===== src/rtl/rctgm_pkg.sv =====
// Package for the throttle and gear mapper: word types, control word format and microcode.
package rctgm_pkg;

  typedef struct packed {
    logic              connected;
    logic [7:0]        throttle;
    logic [7:0]        brake;
    logic signed [7:0] stick_x;
    logic              nitro;
    logic              square_pressed;
    logic              up_pressed;
    logic              down_pressed;
  } in_word_t;

  typedef struct packed {
    logic [11:0]       esc_pulse;
    logic [7:0]        servo_angle;
    logic signed [7:0] net_speed;
    logic [2:0]        gear_now;
    logic              ignition_on;
  } out_word_t;

  localparam int unsigned CfgIdxW   = 3;
  localparam int unsigned PulseW    = 12;
  localparam int unsigned StepW     = 5;
  localparam int unsigned AccW      = 19;
  localparam int unsigned ProdW     = 32;

  localparam logic [CfgIdxW-1:0] REG_NEUTRAL = 3'd0;
  localparam logic [CfgIdxW-1:0] REG_FWD_MIN = 3'd1;
  localparam logic [CfgIdxW-1:0] REG_FWD_MAX = 3'd2;
  localparam logic [CfgIdxW-1:0] REG_REV_MIN = 3'd3;
  localparam logic [CfgIdxW-1:0] REG_REV_MAX = 3'd4;

  localparam logic [PulseW-1:0] RST_NEUTRAL = 12'd1500;
  localparam logic [PulseW-1:0] RST_FWD_MIN = 12'd1570;
  localparam logic [PulseW-1:0] RST_FWD_MAX = 12'd1650;
  localparam logic [PulseW-1:0] RST_REV_MIN = 12'd1350;
  localparam logic [PulseW-1:0] RST_REV_MAX = 12'd1250;

  localparam logic [2:0] GEAR_TOP = 3'd4;

  // Micro-operations.
  localparam logic [3:0] OP_LOAD  = 4'd0;
  localparam logic [3:0] OP_MUL   = 4'd1;
  localparam logic [3:0] OP_DIVA  = 4'd2;
  localparam logic [3:0] OP_DIVB  = 4'd3;
  localparam logic [3:0] OP_OFFS  = 4'd4;
  localparam logic [3:0] OP_NET   = 4'd5;
  localparam logic [3:0] OP_PULSE = 4'd6;
  localparam logic [3:0] OP_STEER = 4'd7;
  localparam logic [3:0] OP_ANGLE = 4'd8;
  localparam logic [3:0] OP_DISC  = 4'd9;
  localparam logic [3:0] OP_EMIT  = 4'd10;
  localparam logic [3:0] OP_NOP   = 4'd11;

  // Divisor codes.
  localparam logic [3:0] DIV_10   = 4'd0;
  localparam logic [3:0] DIV_4    = 4'd1;
  localparam logic [3:0] DIV_2    = 4'd2;
  localparam logic [3:0] DIV_1    = 4'd3;
  localparam logic [3:0] DIV_5    = 4'd4;
  localparam logic [3:0] DIV_51   = 4'd5;
  localparam logic [3:0] DIV_17   = 4'd6;
  localparam logic [3:0] DIV_99   = 4'd7;
  localparam logic [3:0] DIV_GEAR = 4'd8;

  // Multiplier codes.
  localparam logic [3:0] MUL_GEAR = 4'd0;
  localparam logic [3:0] MUL_7    = 4'd1;
  localparam logic [3:0] MUL_20   = 4'd2;
  localparam logic [3:0] MUL_12   = 4'd3;
  localparam logic [3:0] MUL_SPAN = 4'd4;

  // Jump conditions.
  localparam logic [1:0] CND_NONE     = 2'd0;
  localparam logic [1:0] CND_ALWAYS   = 2'd1;
  localparam logic [1:0] CND_NOCONN   = 2'd2;
  localparam logic [1:0] CND_NONITRO  = 2'd3;

  localparam logic [StepW-1:0] STEP_OFFS = 5'd7;
  localparam logic [StepW-1:0] STEP_DISC = 5'd21;
  localparam logic [StepW-1:0] STEP_EMIT = 5'd22;

  typedef struct packed {
    logic [3:0]       op;
    logic [3:0]       arg;
    logic [1:0]       cond;
    logic [StepW-1:0] target;
  } ctrl_t;

  typedef struct packed {
    logic [6:0]  d;
    logic [12:0] r;
    logic [4:0]  k;
  } div_const_t;

  // Reciprocal constants: r = floor(2^k / d), with 2^k above the largest dividend.
  function automatic div_const_t div_const(input logic [3:0] code);
    div_const_t c;
    case (code)
      DIV_10:  c = '{d: 7'd10, r: 13'd6553, k: 5'd16};
      DIV_4:   c = '{d: 7'd4,  r: 13'd4096, k: 5'd14};
      DIV_2:   c = '{d: 7'd2,  r: 13'd4096, k: 5'd13};
      DIV_1:   c = '{d: 7'd1,  r: 13'd4096, k: 5'd12};
      DIV_5:   c = '{d: 7'd5,  r: 13'd6553, k: 5'd15};
      DIV_51:  c = '{d: 7'd51, r: 13'd5140, k: 5'd18};
      DIV_17:  c = '{d: 7'd17, r: 13'd7710, k: 5'd17};
      DIV_99:  c = '{d: 7'd99, r: 13'd5295, k: 5'd19};
      default: c = '{d: 7'd1,  r: 13'd4096, k: 5'd12};
    endcase
    return c;
  endfunction

  function automatic logic [3:0] gear_div(input logic [2:0] gear);
    logic [3:0] code;
    case (gear)
      3'd0:    code = DIV_10;
      3'd1:    code = DIV_4;
      3'd2:    code = DIV_2;
      3'd3:    code = DIV_4;
      default: code = DIV_1;
    endcase
    return code;
  endfunction

  function automatic ctrl_t ucode(input logic [StepW-1:0] step);
    ctrl_t cw;
    case (step)
      5'd0:    cw = '{op: OP_LOAD,  arg: DIV_1,    cond: CND_NOCONN,  target: STEP_DISC};
      5'd1:    cw = '{op: OP_MUL,   arg: MUL_GEAR, cond: CND_NONE,    target: STEP_EMIT};
      5'd2:    cw = '{op: OP_DIVA,  arg: DIV_GEAR, cond: CND_NONE,    target: STEP_EMIT};
      5'd3:    cw = '{op: OP_DIVB,  arg: DIV_GEAR, cond: CND_NONITRO, target: STEP_OFFS};
      5'd4:    cw = '{op: OP_MUL,   arg: MUL_7,    cond: CND_NONE,    target: STEP_EMIT};
      5'd5:    cw = '{op: OP_DIVA,  arg: DIV_5,    cond: CND_NONE,    target: STEP_EMIT};
      5'd6:    cw = '{op: OP_DIVB,  arg: DIV_5,    cond: CND_NONE,    target: STEP_EMIT};
      5'd7:    cw = '{op: OP_OFFS,  arg: DIV_1,    cond: CND_NONE,    target: STEP_EMIT};
      5'd8:    cw = '{op: OP_MUL,   arg: MUL_20,   cond: CND_NONE,    target: STEP_EMIT};
      5'd9:    cw = '{op: OP_DIVA,  arg: DIV_51,   cond: CND_NONE,    target: STEP_EMIT};
      5'd10:   cw = '{op: OP_DIVB,  arg: DIV_51,   cond: CND_NONE,    target: STEP_EMIT};
      5'd11:   cw = '{op: OP_NET,   arg: DIV_1,    cond: CND_NONE,    target: STEP_EMIT};
      5'd12:   cw = '{op: OP_MUL,   arg: MUL_SPAN, cond: CND_NONE,    target: STEP_EMIT};
      5'd13:   cw = '{op: OP_DIVA,  arg: DIV_99,   cond: CND_NONE,    target: STEP_EMIT};
      5'd14:   cw = '{op: OP_DIVB,  arg: DIV_99,   cond: CND_NONE,    target: STEP_EMIT};
      5'd15:   cw = '{op: OP_PULSE, arg: DIV_1,    cond: CND_NONE,    target: STEP_EMIT};
      5'd16:   cw = '{op: OP_STEER, arg: DIV_1,    cond: CND_NONE,    target: STEP_EMIT};
      5'd17:   cw = '{op: OP_MUL,   arg: MUL_12,   cond: CND_NONE,    target: STEP_EMIT};
      5'd18:   cw = '{op: OP_DIVA,  arg: DIV_17,   cond: CND_NONE,    target: STEP_EMIT};
      5'd19:   cw = '{op: OP_DIVB,  arg: DIV_17,   cond: CND_NONE,    target: STEP_EMIT};
      5'd20:   cw = '{op: OP_ANGLE, arg: DIV_1,    cond: CND_ALWAYS,  target: STEP_EMIT};
      5'd21:   cw = '{op: OP_DISC,  arg: DIV_1,    cond: CND_NONE,    target: STEP_EMIT};
      5'd22:   cw = '{op: OP_EMIT,  arg: DIV_1,    cond: CND_NONE,    target: STEP_EMIT};
      default: cw = '{op: OP_NOP,   arg: DIV_1,    cond: CND_ALWAYS,  target: STEP_EMIT};
    endcase
    return cw;
  endfunction

endpackage


===== src/rtl/rc_throttle_gear_mapper_top.sv =====
// Top level of the throttle and gear mapper: microcoded sequencer over a small datapath.
//
// Each accepted controller word runs through a microprogram held in a read-only table: one
// control word per step drives a small datapath with one accumulator, a scaling multiplier and a
// reciprocal divider by constant (multiply, then a compare-and-subtract correction). A word
// runs the program from the load step to the emit step; the nitro steps run only with nitro,
// and a disconnected controller jumps from the load step straight to the disconnect step.
// The next word is accepted once the current result has moved to the output register,
// which holds it until the receiver takes it. Configuration writes are always ready.
module rc_throttle_gear_mapper_top (
  input  logic                                clk,
  input  logic                                rst_n,
  input  logic                                in_valid,
  output logic                                in_stall,
  input  rctgm_pkg::in_word_t                 in_data,
  output logic                                out_valid,
  input  logic                                out_stall,
  output rctgm_pkg::out_word_t                out_data,
  input  logic                                cfg_valid,
  output logic                                cfg_ready,
  input  logic [rctgm_pkg::CfgIdxW-1:0]       cfg_index,
  input  logic [rctgm_pkg::PulseW-1:0]        cfg_data
);

  localparam int unsigned AccW  = rctgm_pkg::AccW;
  localparam int unsigned ProdW = rctgm_pkg::ProdW;
  localparam int unsigned PW    = rctgm_pkg::PulseW;

  logic [PW-1:0]                 neutral_r, fwd_min_r, fwd_max_r, rev_min_r, rev_max_r;
  logic                          busy_r;
  logic [rctgm_pkg::StepW-1:0]   step_r;
  rctgm_pkg::in_word_t           in_r;
  logic [2:0]                    gear_r;
  logic                          ign_r;
  logic [AccW-1:0]               acc_r;
  logic                          neg_r;
  logic [ProdW-1:0]              prod_r;
  logic signed [7:0]             net_r;
  logic                          dir_r;
  logic                          zero_r;
  logic [PW-1:0]                 pulse_r;
  logic [7:0]                    angle_r;
  logic                          out_valid_r;
  rctgm_pkg::out_word_t          out_data_r;

  rctgm_pkg::ctrl_t              ctrl;
  rctgm_pkg::div_const_t         dc;
  logic [3:0]                    dcode;
  logic [PW-1:0]                 span_hi, span_lo;
  logic [PW:0]                   span;
  logic [PW-1:0]                 span_mag;
  logic [PW-1:0]                 mk;
  logic [30:0]                   mul_full;
  logic [ProdW-1:0]              div_full;
  logic [AccW-1:0]               q_est;
  logic [25:0]                   qd;
  logic [AccW:0]                 rem;
  logic [AccW-1:0]               q_fix;
  logic [8:0]                    diff;
  logic [7:0]                    diff_mag;
  logic [7:0]                    clamp_mag;
  logic [8:0]                    offs;
  logic                          jump;
  logic [2:0]                    gear_up, gear_nxt;
  logic                          out_free;

  assign in_stall  = busy_r;
  assign cfg_ready = 1'b1;
  assign out_valid = out_valid_r;
  assign out_data  = out_data_r;
  assign out_free  = !out_valid_r || !out_stall;

  always_comb begin
    ctrl = rctgm_pkg::ucode(step_r);
    if (ctrl.arg == rctgm_pkg::DIV_GEAR) begin
      dcode = rctgm_pkg::gear_div(gear_r);
    end else begin
      dcode = ctrl.arg;
    end
    dc = rctgm_pkg::div_const(dcode);

    span_hi  = dir_r ? fwd_max_r : rev_max_r;
    span_lo  = dir_r ? fwd_min_r : rev_min_r;
    span     = {1'b0, span_hi} - {1'b0, span_lo};
    span_mag = span[PW] ? PW'(-span) : span[PW-1:0];

    case (ctrl.arg)
      rctgm_pkg::MUL_GEAR: mk = (gear_r == 3'd3) ? PW'(3) : PW'(1);
      rctgm_pkg::MUL_7:    mk = PW'(7);
      rctgm_pkg::MUL_20:   mk = PW'(20);
      rctgm_pkg::MUL_12:   mk = PW'(12);
      rctgm_pkg::MUL_SPAN: mk = span_mag;
      default:             mk = PW'(1);
    endcase
    mul_full = 31'(acc_r) * 31'(mk);
    div_full = ProdW'(acc_r) * ProdW'(dc.r);

    q_est = AccW'(prod_r >> dc.k);
    qd    = 26'(q_est) * 26'(dc.d);
    rem   = {1'b0, acc_r} - qd[AccW:0];
    q_fix = (rem >= (AccW+1)'(dc.d)) ? q_est + AccW'(1) : q_est;

    diff     = {1'b0, in_r.throttle} - {1'b0, in_r.brake};
    diff_mag = diff[8] ? 8'(-diff) : diff[7:0];

    clamp_mag = (acc_r > AccW'(255)) ? 8'd255 : acc_r[7:0];
    offs      = neg_r ? 9'(9'd255 - {1'b0, clamp_mag}) : 9'(9'd255 + {1'b0, clamp_mag});

    gear_up  = (in_r.up_pressed && gear_r < rctgm_pkg::GEAR_TOP) ? gear_r + 3'd1 : gear_r;
    gear_nxt = (in_r.down_pressed && gear_up > 3'd0) ? gear_up - 3'd1 : gear_up;

    case (ctrl.cond)
      rctgm_pkg::CND_ALWAYS:  jump = 1'b1;
      rctgm_pkg::CND_NOCONN:  jump = !in_r.connected;
      rctgm_pkg::CND_NONITRO: jump = !in_r.nitro;
      default:                jump = 1'b0;
    endcase
  end

  always_ff @(posedge clk) begin
    if (!rst_n) begin
      neutral_r <= rctgm_pkg::RST_NEUTRAL;
      fwd_min_r <= rctgm_pkg::RST_FWD_MIN;
      fwd_max_r <= rctgm_pkg::RST_FWD_MAX;
      rev_min_r <= rctgm_pkg::RST_REV_MIN;
      rev_max_r <= rctgm_pkg::RST_REV_MAX;
    end else if (cfg_valid && cfg_ready) begin
      case (cfg_index)
        rctgm_pkg::REG_NEUTRAL: neutral_r <= cfg_data;
        rctgm_pkg::REG_FWD_MIN: fwd_min_r <= cfg_data;
        rctgm_pkg::REG_FWD_MAX: fwd_max_r <= cfg_data;
        rctgm_pkg::REG_REV_MIN: rev_min_r <= cfg_data;
        rctgm_pkg::REG_REV_MAX: rev_max_r <= cfg_data;
        default: ;
      endcase
    end
  end

  always_ff @(posedge clk) begin
    if (!rst_n) begin
      busy_r      <= 1'b0;
      step_r      <= '0;
      gear_r      <= '0;
      ign_r       <= 1'b0;
      out_valid_r <= 1'b0;
    end else begin
      if (out_valid_r && !out_stall &&
          !(busy_r && ctrl.op == rctgm_pkg::OP_EMIT)) begin
        out_valid_r <= 1'b0;
      end
      if (!busy_r) begin
        if (in_valid) begin
          busy_r <= 1'b1;
          step_r <= '0;
        end
      end else if (ctrl.op == rctgm_pkg::OP_EMIT) begin
        if (out_free) begin
          out_valid_r <= 1'b1;
          busy_r      <= 1'b0;
        end
      end else begin
        if (ctrl.op == rctgm_pkg::OP_LOAD && in_r.connected) begin
          gear_r <= gear_nxt;
          ign_r  <= ign_r ^ in_r.square_pressed;
        end
        step_r <= jump ? ctrl.target : step_r + 1'b1;
      end
    end
  end

  always_ff @(posedge clk) begin
    if (!busy_r && in_valid) begin
      in_r <= in_data;
    end
    if (busy_r) begin
      case (ctrl.op)
        rctgm_pkg::OP_LOAD: begin
          acc_r <= AccW'(diff_mag);
          neg_r <= diff[8];
        end
        rctgm_pkg::OP_MUL: begin
          acc_r <= mul_full[AccW-1:0];
          if (ctrl.arg == rctgm_pkg::MUL_SPAN) begin
            neg_r <= span[PW];
          end
        end
        rctgm_pkg::OP_DIVA: begin
          prod_r <= div_full;
        end
        rctgm_pkg::OP_DIVB: begin
          acc_r <= q_fix;
        end
        rctgm_pkg::OP_OFFS: begin
          acc_r <= AccW'(offs);
          neg_r <= 1'b0;
        end
        rctgm_pkg::OP_NET: begin
          net_r  <= acc_r[7:0] - 8'd100;
          dir_r  <= acc_r > AccW'(100);
          zero_r <= acc_r == AccW'(100);
          if (acc_r > AccW'(100)) begin
            acc_r <= acc_r - AccW'(101);
          end else if (acc_r < AccW'(100)) begin
            acc_r <= AccW'(99) - acc_r;
          end else begin
            acc_r <= '0;
          end
        end
        rctgm_pkg::OP_PULSE: begin
          if (ign_r && !zero_r) begin
            pulse_r <= neg_r ? span_lo - acc_r[PW-1:0] : span_lo + acc_r[PW-1:0];
          end else begin
            pulse_r <= neutral_r;
          end
        end
        rctgm_pkg::OP_STEER: begin
          acc_r <= AccW'({~in_r.stick_x[7], in_r.stick_x[6:0]});
        end
        rctgm_pkg::OP_ANGLE: begin
          angle_r <= 8'd180 - acc_r[7:0];
        end
        rctgm_pkg::OP_DISC: begin
          net_r   <= '0;
          pulse_r <= neutral_r;
          angle_r <= 8'd90;
        end
        rctgm_pkg::OP_EMIT: begin
          if (out_free) begin
            out_data_r.esc_pulse   <= pulse_r;
            out_data_r.servo_angle <= angle_r;
            out_data_r.net_speed   <= net_r;
            out_data_r.gear_now    <= gear_r;
            out_data_r.ignition_on <= ign_r;
          end
        end
        default: ;
      endcase
    end
  end

endmodule

===== config.mk =====
export PLATFORM = sky130hd
export DESIGN_NAME = rc_throttle_gear_mapper_top
export DESIGN_NICKNAME = d
export VERILOG_FILES = /design/src/rtl/rctgm_pkg.sv /design/src/rtl/rc_throttle_gear_mapper_top.sv
export SDC_FILE = /design/constraint.sdc
export NUM_CORES = 2
export LEC_CHECK = 0
export BUFFER_PORTS_ARGS = -buffer_cell sky130_fd_sc_hd__buf_2
export CORE_MARGIN = 2
export CORE_UTILIZATION = 50
export CTS_CLUSTER_DIAMETER = 80
export DETAILED_ROUTE_END_ITERATION = 6
export PLACE_DENSITY = 0.69
export SETUP_SLACK_MARGIN = 0.3
export SYNTH_ARGS = -nofsm -noshare
export SYNTH_HDL_FRONTEND = slang
export SYNTH_SLANG_ARGS = --single-unit

===== constraint.sdc =====
create_clock -name clk -period 8.1 [get_ports clk]
set_input_delay 0.405 -clock clk [delete_from_list [all_inputs] [get_ports clk]]
set_output_delay 0.405 -clock clk [all_outputs]
set_load 0.01 [all_outputs]

* Word level (Yosys, flattened, before mapping)
Memory sizes are Yosys's and may differ from the RTL's. A register that Yosys moved wholly into a read port is not among the register bits.
Cells that the tools add are included.
** Operators by class
- Reductions and logical operators :: 42
- Add/sub/neg operators :: 17
- Magnitude comparators :: 6
- Mux-type cells :: 39
- Bitwise logic cells :: 3
- Eq/ne operators :: 28
- $mul :: 3
- Shift-type cells :: 1
** Operators with widths (count)
- 19-bit case mux with 6 select lines :: 1
- 12-bit 2-to-1 mux :: 5
- 12-bit case mux with 5 select lines :: 1
- 19-bit 2-to-1 mux :: 3
- 19-bit by 13-bit multiplier with 32-bit output :: 1
- 8-bit case mux with 2 select lines :: 2
- 32-bit by 5-bit >> shifter with 19-bit output :: 1
- 5-bit 2-to-1 mux :: 6
- 25-bit 2-to-1 mux :: 1
- 12-bit case mux with 2 select lines :: 1
- 2-bit AND reduction :: 12
- 4-bit by 3-bit == test with 1-bit output, second input constant :: 5
- 20-bit by 7-bit greater-or-equal comparator with 1-bit output :: 1
- 19-bit by 7-bit multiplier with 20-bit output :: 1
- 19-bit by 20-bit subtractor with 20-bit output :: 1
- 19-bit by 1-bit adder with 19-bit output, second input constant :: 1
- 19-bit by 7-bit == test with 1-bit output, second input constant :: 1
- 19-bit by 7-bit > comparator with 1-bit output, second input constant :: 1
- 19-bit by 8-bit > comparator with 1-bit output, second input constant :: 1
- 19-bit by 7-bit < comparator with 1-bit output, second input constant :: 1
- 19-bit by 12-bit multiplier with 19-bit output :: 1
- 19-bit by 7-bit subtractor with 19-bit output, second input constant :: 1
- 7-bit by 19-bit subtractor with 19-bit output, first input constant :: 1
- 4-bit by 2-bit == test with 1-bit output, second input constant :: 4
- other kinds (43) :: 85
** Word-level totals
- Word-level logic and storage cells :: 172
- Memory bits (read-only) :: 600
- Register bits :: 214
- Memories :: 2
- Bits of input ports :: 49
** Memories
- (name not given) :: depth 32, width 13, rd ports 1, clocked after Yosys merged registers in 1, write ports 0, RTL line rctgm_pkg.sv:129 : case (step)
- (name not given) :: depth 8, width 23, rd ports 1, clocked after Yosys merged registers in 0, write ports 0, RTL line rctgm_pkg.sv:101 : case (code)

* Depth between registers and ports, before layout
An unclocked memory read counts as a cell.
- Word-level depth :: 12
- Mapped depth :: 43
- Gate-level depth less buffers :: 39

* Least setup slack after synthesis
OpenSTA, ideal clock, no wires.
- Path type :: reg2reg
- From :: register gear_r[0]
- To :: register acc_r[14] (data pin)
- Arrival time :: 8663 ps
- Path buffers :: 5
- Cell stages (with the launch flop) :: 39
- Clock period less this slack :: 8930 ps
- Setup slack :: -830 ps
- Cell sequence :: dfxtp_1 inv_1 ha_1 nor2_1 o21ai_0 a31oi_1 ha_1 inv_1 clkbuf_1 ha_1 nand2b_1 clkbuf_1 buf_1 mux2i_1 clkbuf_1 nand2_1 fa_1 fa_1 [3 not listed] inv_1 ha_1 o21a_1 o31a_1 o21ai_0 nand2_1 xor2_1 ha_1 a211oi_1 nand4_1 nor4_1 nand3_1 nor4_1 o211ai_1 clkbuf_1 o211ai_1 o31a_1 o31ai_1
** Between the ends
- Cells in the longest elaborated chain, start to end :: 12
- Elaborated cells between the ends (all ways) :: 19
- Those cells by class :: add/sub (2); mul (2); order compare (1); eq/ne (3); shift (1); mux (7); reduce/logical (2); memory (1)
** RTL lines
- start: declaration :: RTL line rc_throttle_gear_mapper_top.sv:33 : logic [2:0] gear_r;
- start signal: assignment :: RTL line rc_throttle_gear_mapper_top.sv:163 : gear_r <= gear_nxt;
- 3-bit by 2-bit == test with 1-bit output or 3-bit by 1-bit == test with 1-bit output (tied branches) :: RTL line rctgm_pkg.sv:117, rc_throttle_gear_mapper_top.sv:88
- 2-bit OR reduction (no source line)
- 2-bit case mux with 3 select lines :: RTL line rctgm_pkg.sv:117 : case (gear)
- 4-bit 2-to-1 mux :: RTL line rc_throttle_gear_mapper_top.sv:75 : if (ctrl.arg == rctgm_pkg::DIV_GEAR) begin
- memory read 8 x 23 bit
- 25-bit 2-to-1 mux :: RTL line rctgm_pkg.sv:101
- 32-bit by 5-bit >> shifter with 19-bit output :: RTL line rc_throttle_gear_mapper_top.sv:98 : q_est = AccW'(prod_r >> dc.k);
- 19-bit by 7-bit multiplier with 20-bit output :: RTL line rc_throttle_gear_mapper_top.sv:99 : qd = 26'(q_est) * 26'(dc.d);
- 19-bit by 20-bit subtractor with 20-bit output :: RTL line rc_throttle_gear_mapper_top.sv:100 : rem = {1'b0, acc_r} - qd[AccW:0];
- 20-bit by 7-bit greater-or-equal comparator with 1-bit output :: RTL line rc_throttle_gear_mapper_top.sv:101 : q_fix = (rem >= (AccW+1)'(dc.d)) ? q_est + AccW'(1) : q_est;
- 19-bit 2-to-1 mux :: RTL line rc_throttle_gear_mapper_top.sv:101
- 19-bit case mux with 6 select lines * :: RTL line rc_throttle_gear_mapper_top.sv:176 : case (ctrl.op)
- end signal: assignment :: RTL line rc_throttle_gear_mapper_top.sv:178 : acc_r <= AccW'(diff_mag);
- end signal: assignment :: RTL line rc_throttle_gear_mapper_top.sv:182 : acc_r <= mul_full[AccW-1:0];
- end signal: assignment :: RTL line rc_throttle_gear_mapper_top.sv:191 : acc_r <= q_fix;
- end: declaration :: RTL line rc_throttle_gear_mapper_top.sv:35 : logic [AccW-1:0] acc_r;
Mark *: on every way between the ends. The rest lies on a longest branch, timed or not.
A chain may end at the register's enable or synchronous reset.

* Worst setup path in the final report
- From :: register gear_r[0]
- To :: register acc_r[17] (data pin)
The elaborated chain is that of the path after synthesis.

==> results.toml <==
[yosys]
muxShareOfSynthArea_pct = 3.97
ys_async_sr_fraction_pct = 0
ys_warn_count = 0
synth_area_per_cell_um2 = 8.94
synth.distinct_cells = 93
synth_flop_cell = "edfxtp_1"
synthAdderAreaFrac_pct = 34.6
synthXorXnorAreaFrac_pct = 4.68
syn-num-nets = 3967
netlist_instances = 3319
synth_seq_area_share_pct = 20.1
yosys_register_bits = 226
synth_edf_count = 143
syn_area_um2 = 29700
synth_top_family_by_area = "adder cells"
synth-compound-area-share_pct = 10.8
synth_simple_gate_area_share_pct = 17.6

[clock_tree]
numCtsBuffers = 25
cts-root-buf = "clkbuf_16"
clock_sinks = 226
h-tree-depth = 1
clockBufferDepth = 3
clock_latency_ns = 0.58
cts_tree = "built"
clkTransAtPathRegs_ns = 0.07

[drt]
antenna_left = 0
wl_um = 93200
routedWlPerCell_um = 20.7
vias = 25600
drt_iter0_markers = 2256
drtPass1Iterations = 5
post-route-drc-count = 0
viasPerCell = 5.70

[global_route]
track_usage_pct = 30.6
grt.overflow.total = 0
antenna_found_initial = 2
grt_pass1_wl_um = 144000
first_global_vias = 25800
grt_max_degree = 78

[power_and_ir_drop]
sequentialPowerShare_pct = 11.3
clockPowerShare_pct = 9.4
internal_power_w = 0.00720
max-vdd-ir-drop_mv = 0.699
sw_frac_of_total_pct = 46.3
p_leak_nw = 16.2
power.total_w = 0.0134
switchingPower_w = 0.00620
pwr-share-comb_pct = 79.3
p_per_area_nw_per_um2 = 372

[setup_path]
arrival_ns = 8.43
crit_required_ns = 8.43
slowest_stage = "mux4_2"
rr_worst_depth = 36
worstPathMaxFanout = 8
cpMostUsedCell = "fa_1"
cpPeakStageDelay_ns = 0.55
critPathKind = "reg2reg"
crit_path_start_kind = "flop"
crit_path_end_kind = "flop"

[floorplanning]
die_y_um = 248
coreArea_um2 = 58800
boundaryPins = 84
dieArea_um2 = 61300
rows = 89
dieWidth_um = 248
start_util_pct = 50.5

[final_layout]
instances_no_fill = 4490
area.growth.synth_to_final_pct = 21.4
multi_input_area_um2 = 22500
seqCellArea_um2 = 5960
final_common_cell = "inv_1"
layout_common_cells = "inv_1, nand2_1, buf_4"
drive_gt1_share_pct = 20.6
nets = 4345
nFillCells = 5036

[timing]
final-hold-violation-count = 0
hold_ws_ns = 0.0148
setup_viol = 0
finalWorstSetupSlack_ns = 0.00146
fin_skew_ns = 0.0167
relSlewSlack_pct = 17.0
fmax_mhz = 123
rsz0062_at_grt = "true"
setup-tns-final_ns = 0
max_slew.worst_pin.slew_ns = 1.24
min_period_ns = 8.10
fin_crit_sh_pct = 100
finalMaxSlewViolations = 0

[placed_design]
placed_cells = 4369
dpl.hpwl_um = 73100
place_congestion = 0.982
dpl_worst_slack_ns = -0.479
port_buffers = 82

[hold_path]
worstHoldPathCells = 1
hold_path.class = "in2reg"

[flow_run]
cap_violations = 0

[status]
status = "complete, no violations"
[state kept, by name, summed over array words and instances, names as in the netlist, 12 cells and up]
name       flops
prod_r        32
in_r          29
ctrl          12
out_data      32
acc_r         19
fwd_min_r     12
neutral_r     12
fwd_max_r     12
pulse_r       12
rev_max_r     12
rev_min_r     12
[metal layers]
metal  up-vias  GRT usage, %  routed length [um]
li1      11700             -                   -
met1     12600          40.9               38200
met2      1130          49.6               43200
met3       243          5.22                7640
met4         0          11.6                4140
met5         -             0                   0
[cell usage after synthesis, types with 7 or more instances]
cell type  instances  area share, %
mux2_2            16           0.61
o21bai_1          12           0.30
fa_1             370             25
dfxtp_1           83            5.6
mux2i_1           84            2.8
nand2_1          425            5.4
o22ai_1           13           0.27
inv_1            471            6.0
nor4_1            12           0.25
a21oi_1          114            1.9
nand3_1           83            1.4
nor2_1           234            3.0
and2_1            73            1.5
xnor2_1          106            3.1
nand3b_1           7           0.18
or2_2              7           0.15
clkbuf_1         137            1.7
ha_1             229            9.7
edfxtp_1         143             14
o211ai_1          20           0.51
buf_1              8           0.10
o21ai_0           90            1.5
or3_1             13           0.27
a31oi_1           24           0.51
o31ai_1           17           0.43
nand2b_1          28           0.59
a21o_1            21           0.53
xor2_1            41            1.2
a21boi_0          46            1.2
nor3_1            68            1.1
and3_1            82            1.7
nor2b_1           59            1.2
a211oi_1          15           0.38
o21a_1            30           0.76
o21ai_1            7           0.12
[logic make-up after synthesis]
logic type                 Yosys count
AOI/OAI and AO/OA                  481
xor gates and xnor gates           152
adders and majority gates          599
buffers and inverters              634
DFF                                226
muxes                              108
other                                1
and+or+nand+nor                   1118
[worst max-delay path: cells and delay by family (launching register included)]
kind            cells  cell delay [ns]
fa+ha+maj           7             2.58
flops               1             0.35
buf+inv             9             0.95
compound gates      9             1.82
mux                 2             0.80
simple gates        9             1.32
[per-stage QoR]
| step | area [um2] | utilization (%) |
|---|---|---|
| 2_1_floorplan | 30000 | - |
| 3_3_place_gp | 33400 | 56.8 |
| 3_5_place_dp | 33400 | 56.8 |
| 4_1_cts | 35100 | 59.8 |
| 5_1_grt | 36000 | 61.2 |
| 6_report | 36000 | 61.3 |
[layout make-up]
type	count	area share, %
timing repair buffer	511	10.8
tap	773	2.69
multi-input combinational	2459	62.5
inverter	474	4.95
antenna	1	0.00695
clock inverter	8	0.334
sequential	226	16.6
clock buffer	38	2.19
[repair_timing]
item | in CTS | in global routing
setup buffers | 32 | 22
hold buffers | 19 | 0
pin swaps | 58 | 94
hold endpoints to repair | 19 | 0
endpoints found under the setup margin | 23 | 28
gates resized for setup | 76 | 139
gates cloned | 1 | 0
[path summary, 6_finish.rpt]
path,end,slack [ns],start
min reg2reg,out_data[25],0.42,pulse_r[5]
min,in_r[16],0.01,in_data[16]
max,acc_r[17],0.001,gear_r[0]
max reg2reg,acc_r[17],0.001,gear_r[0]
[power by group through the flow]
stage          sequential, W  combinational (W)  clock [W]
2_1_floorplan        0.00144            0.00589          0
3_3_place_gp         0.00153            0.00924          0
3_5_place_dp         0.00153            0.00929          0
4_1_cts              0.00151            0.00990    0.00127
5_1_grt              0.00152             0.0117    0.00131
6_report             0.00151             0.0106    0.00125
Note: power is estimated with default switching activity, not from simulation.
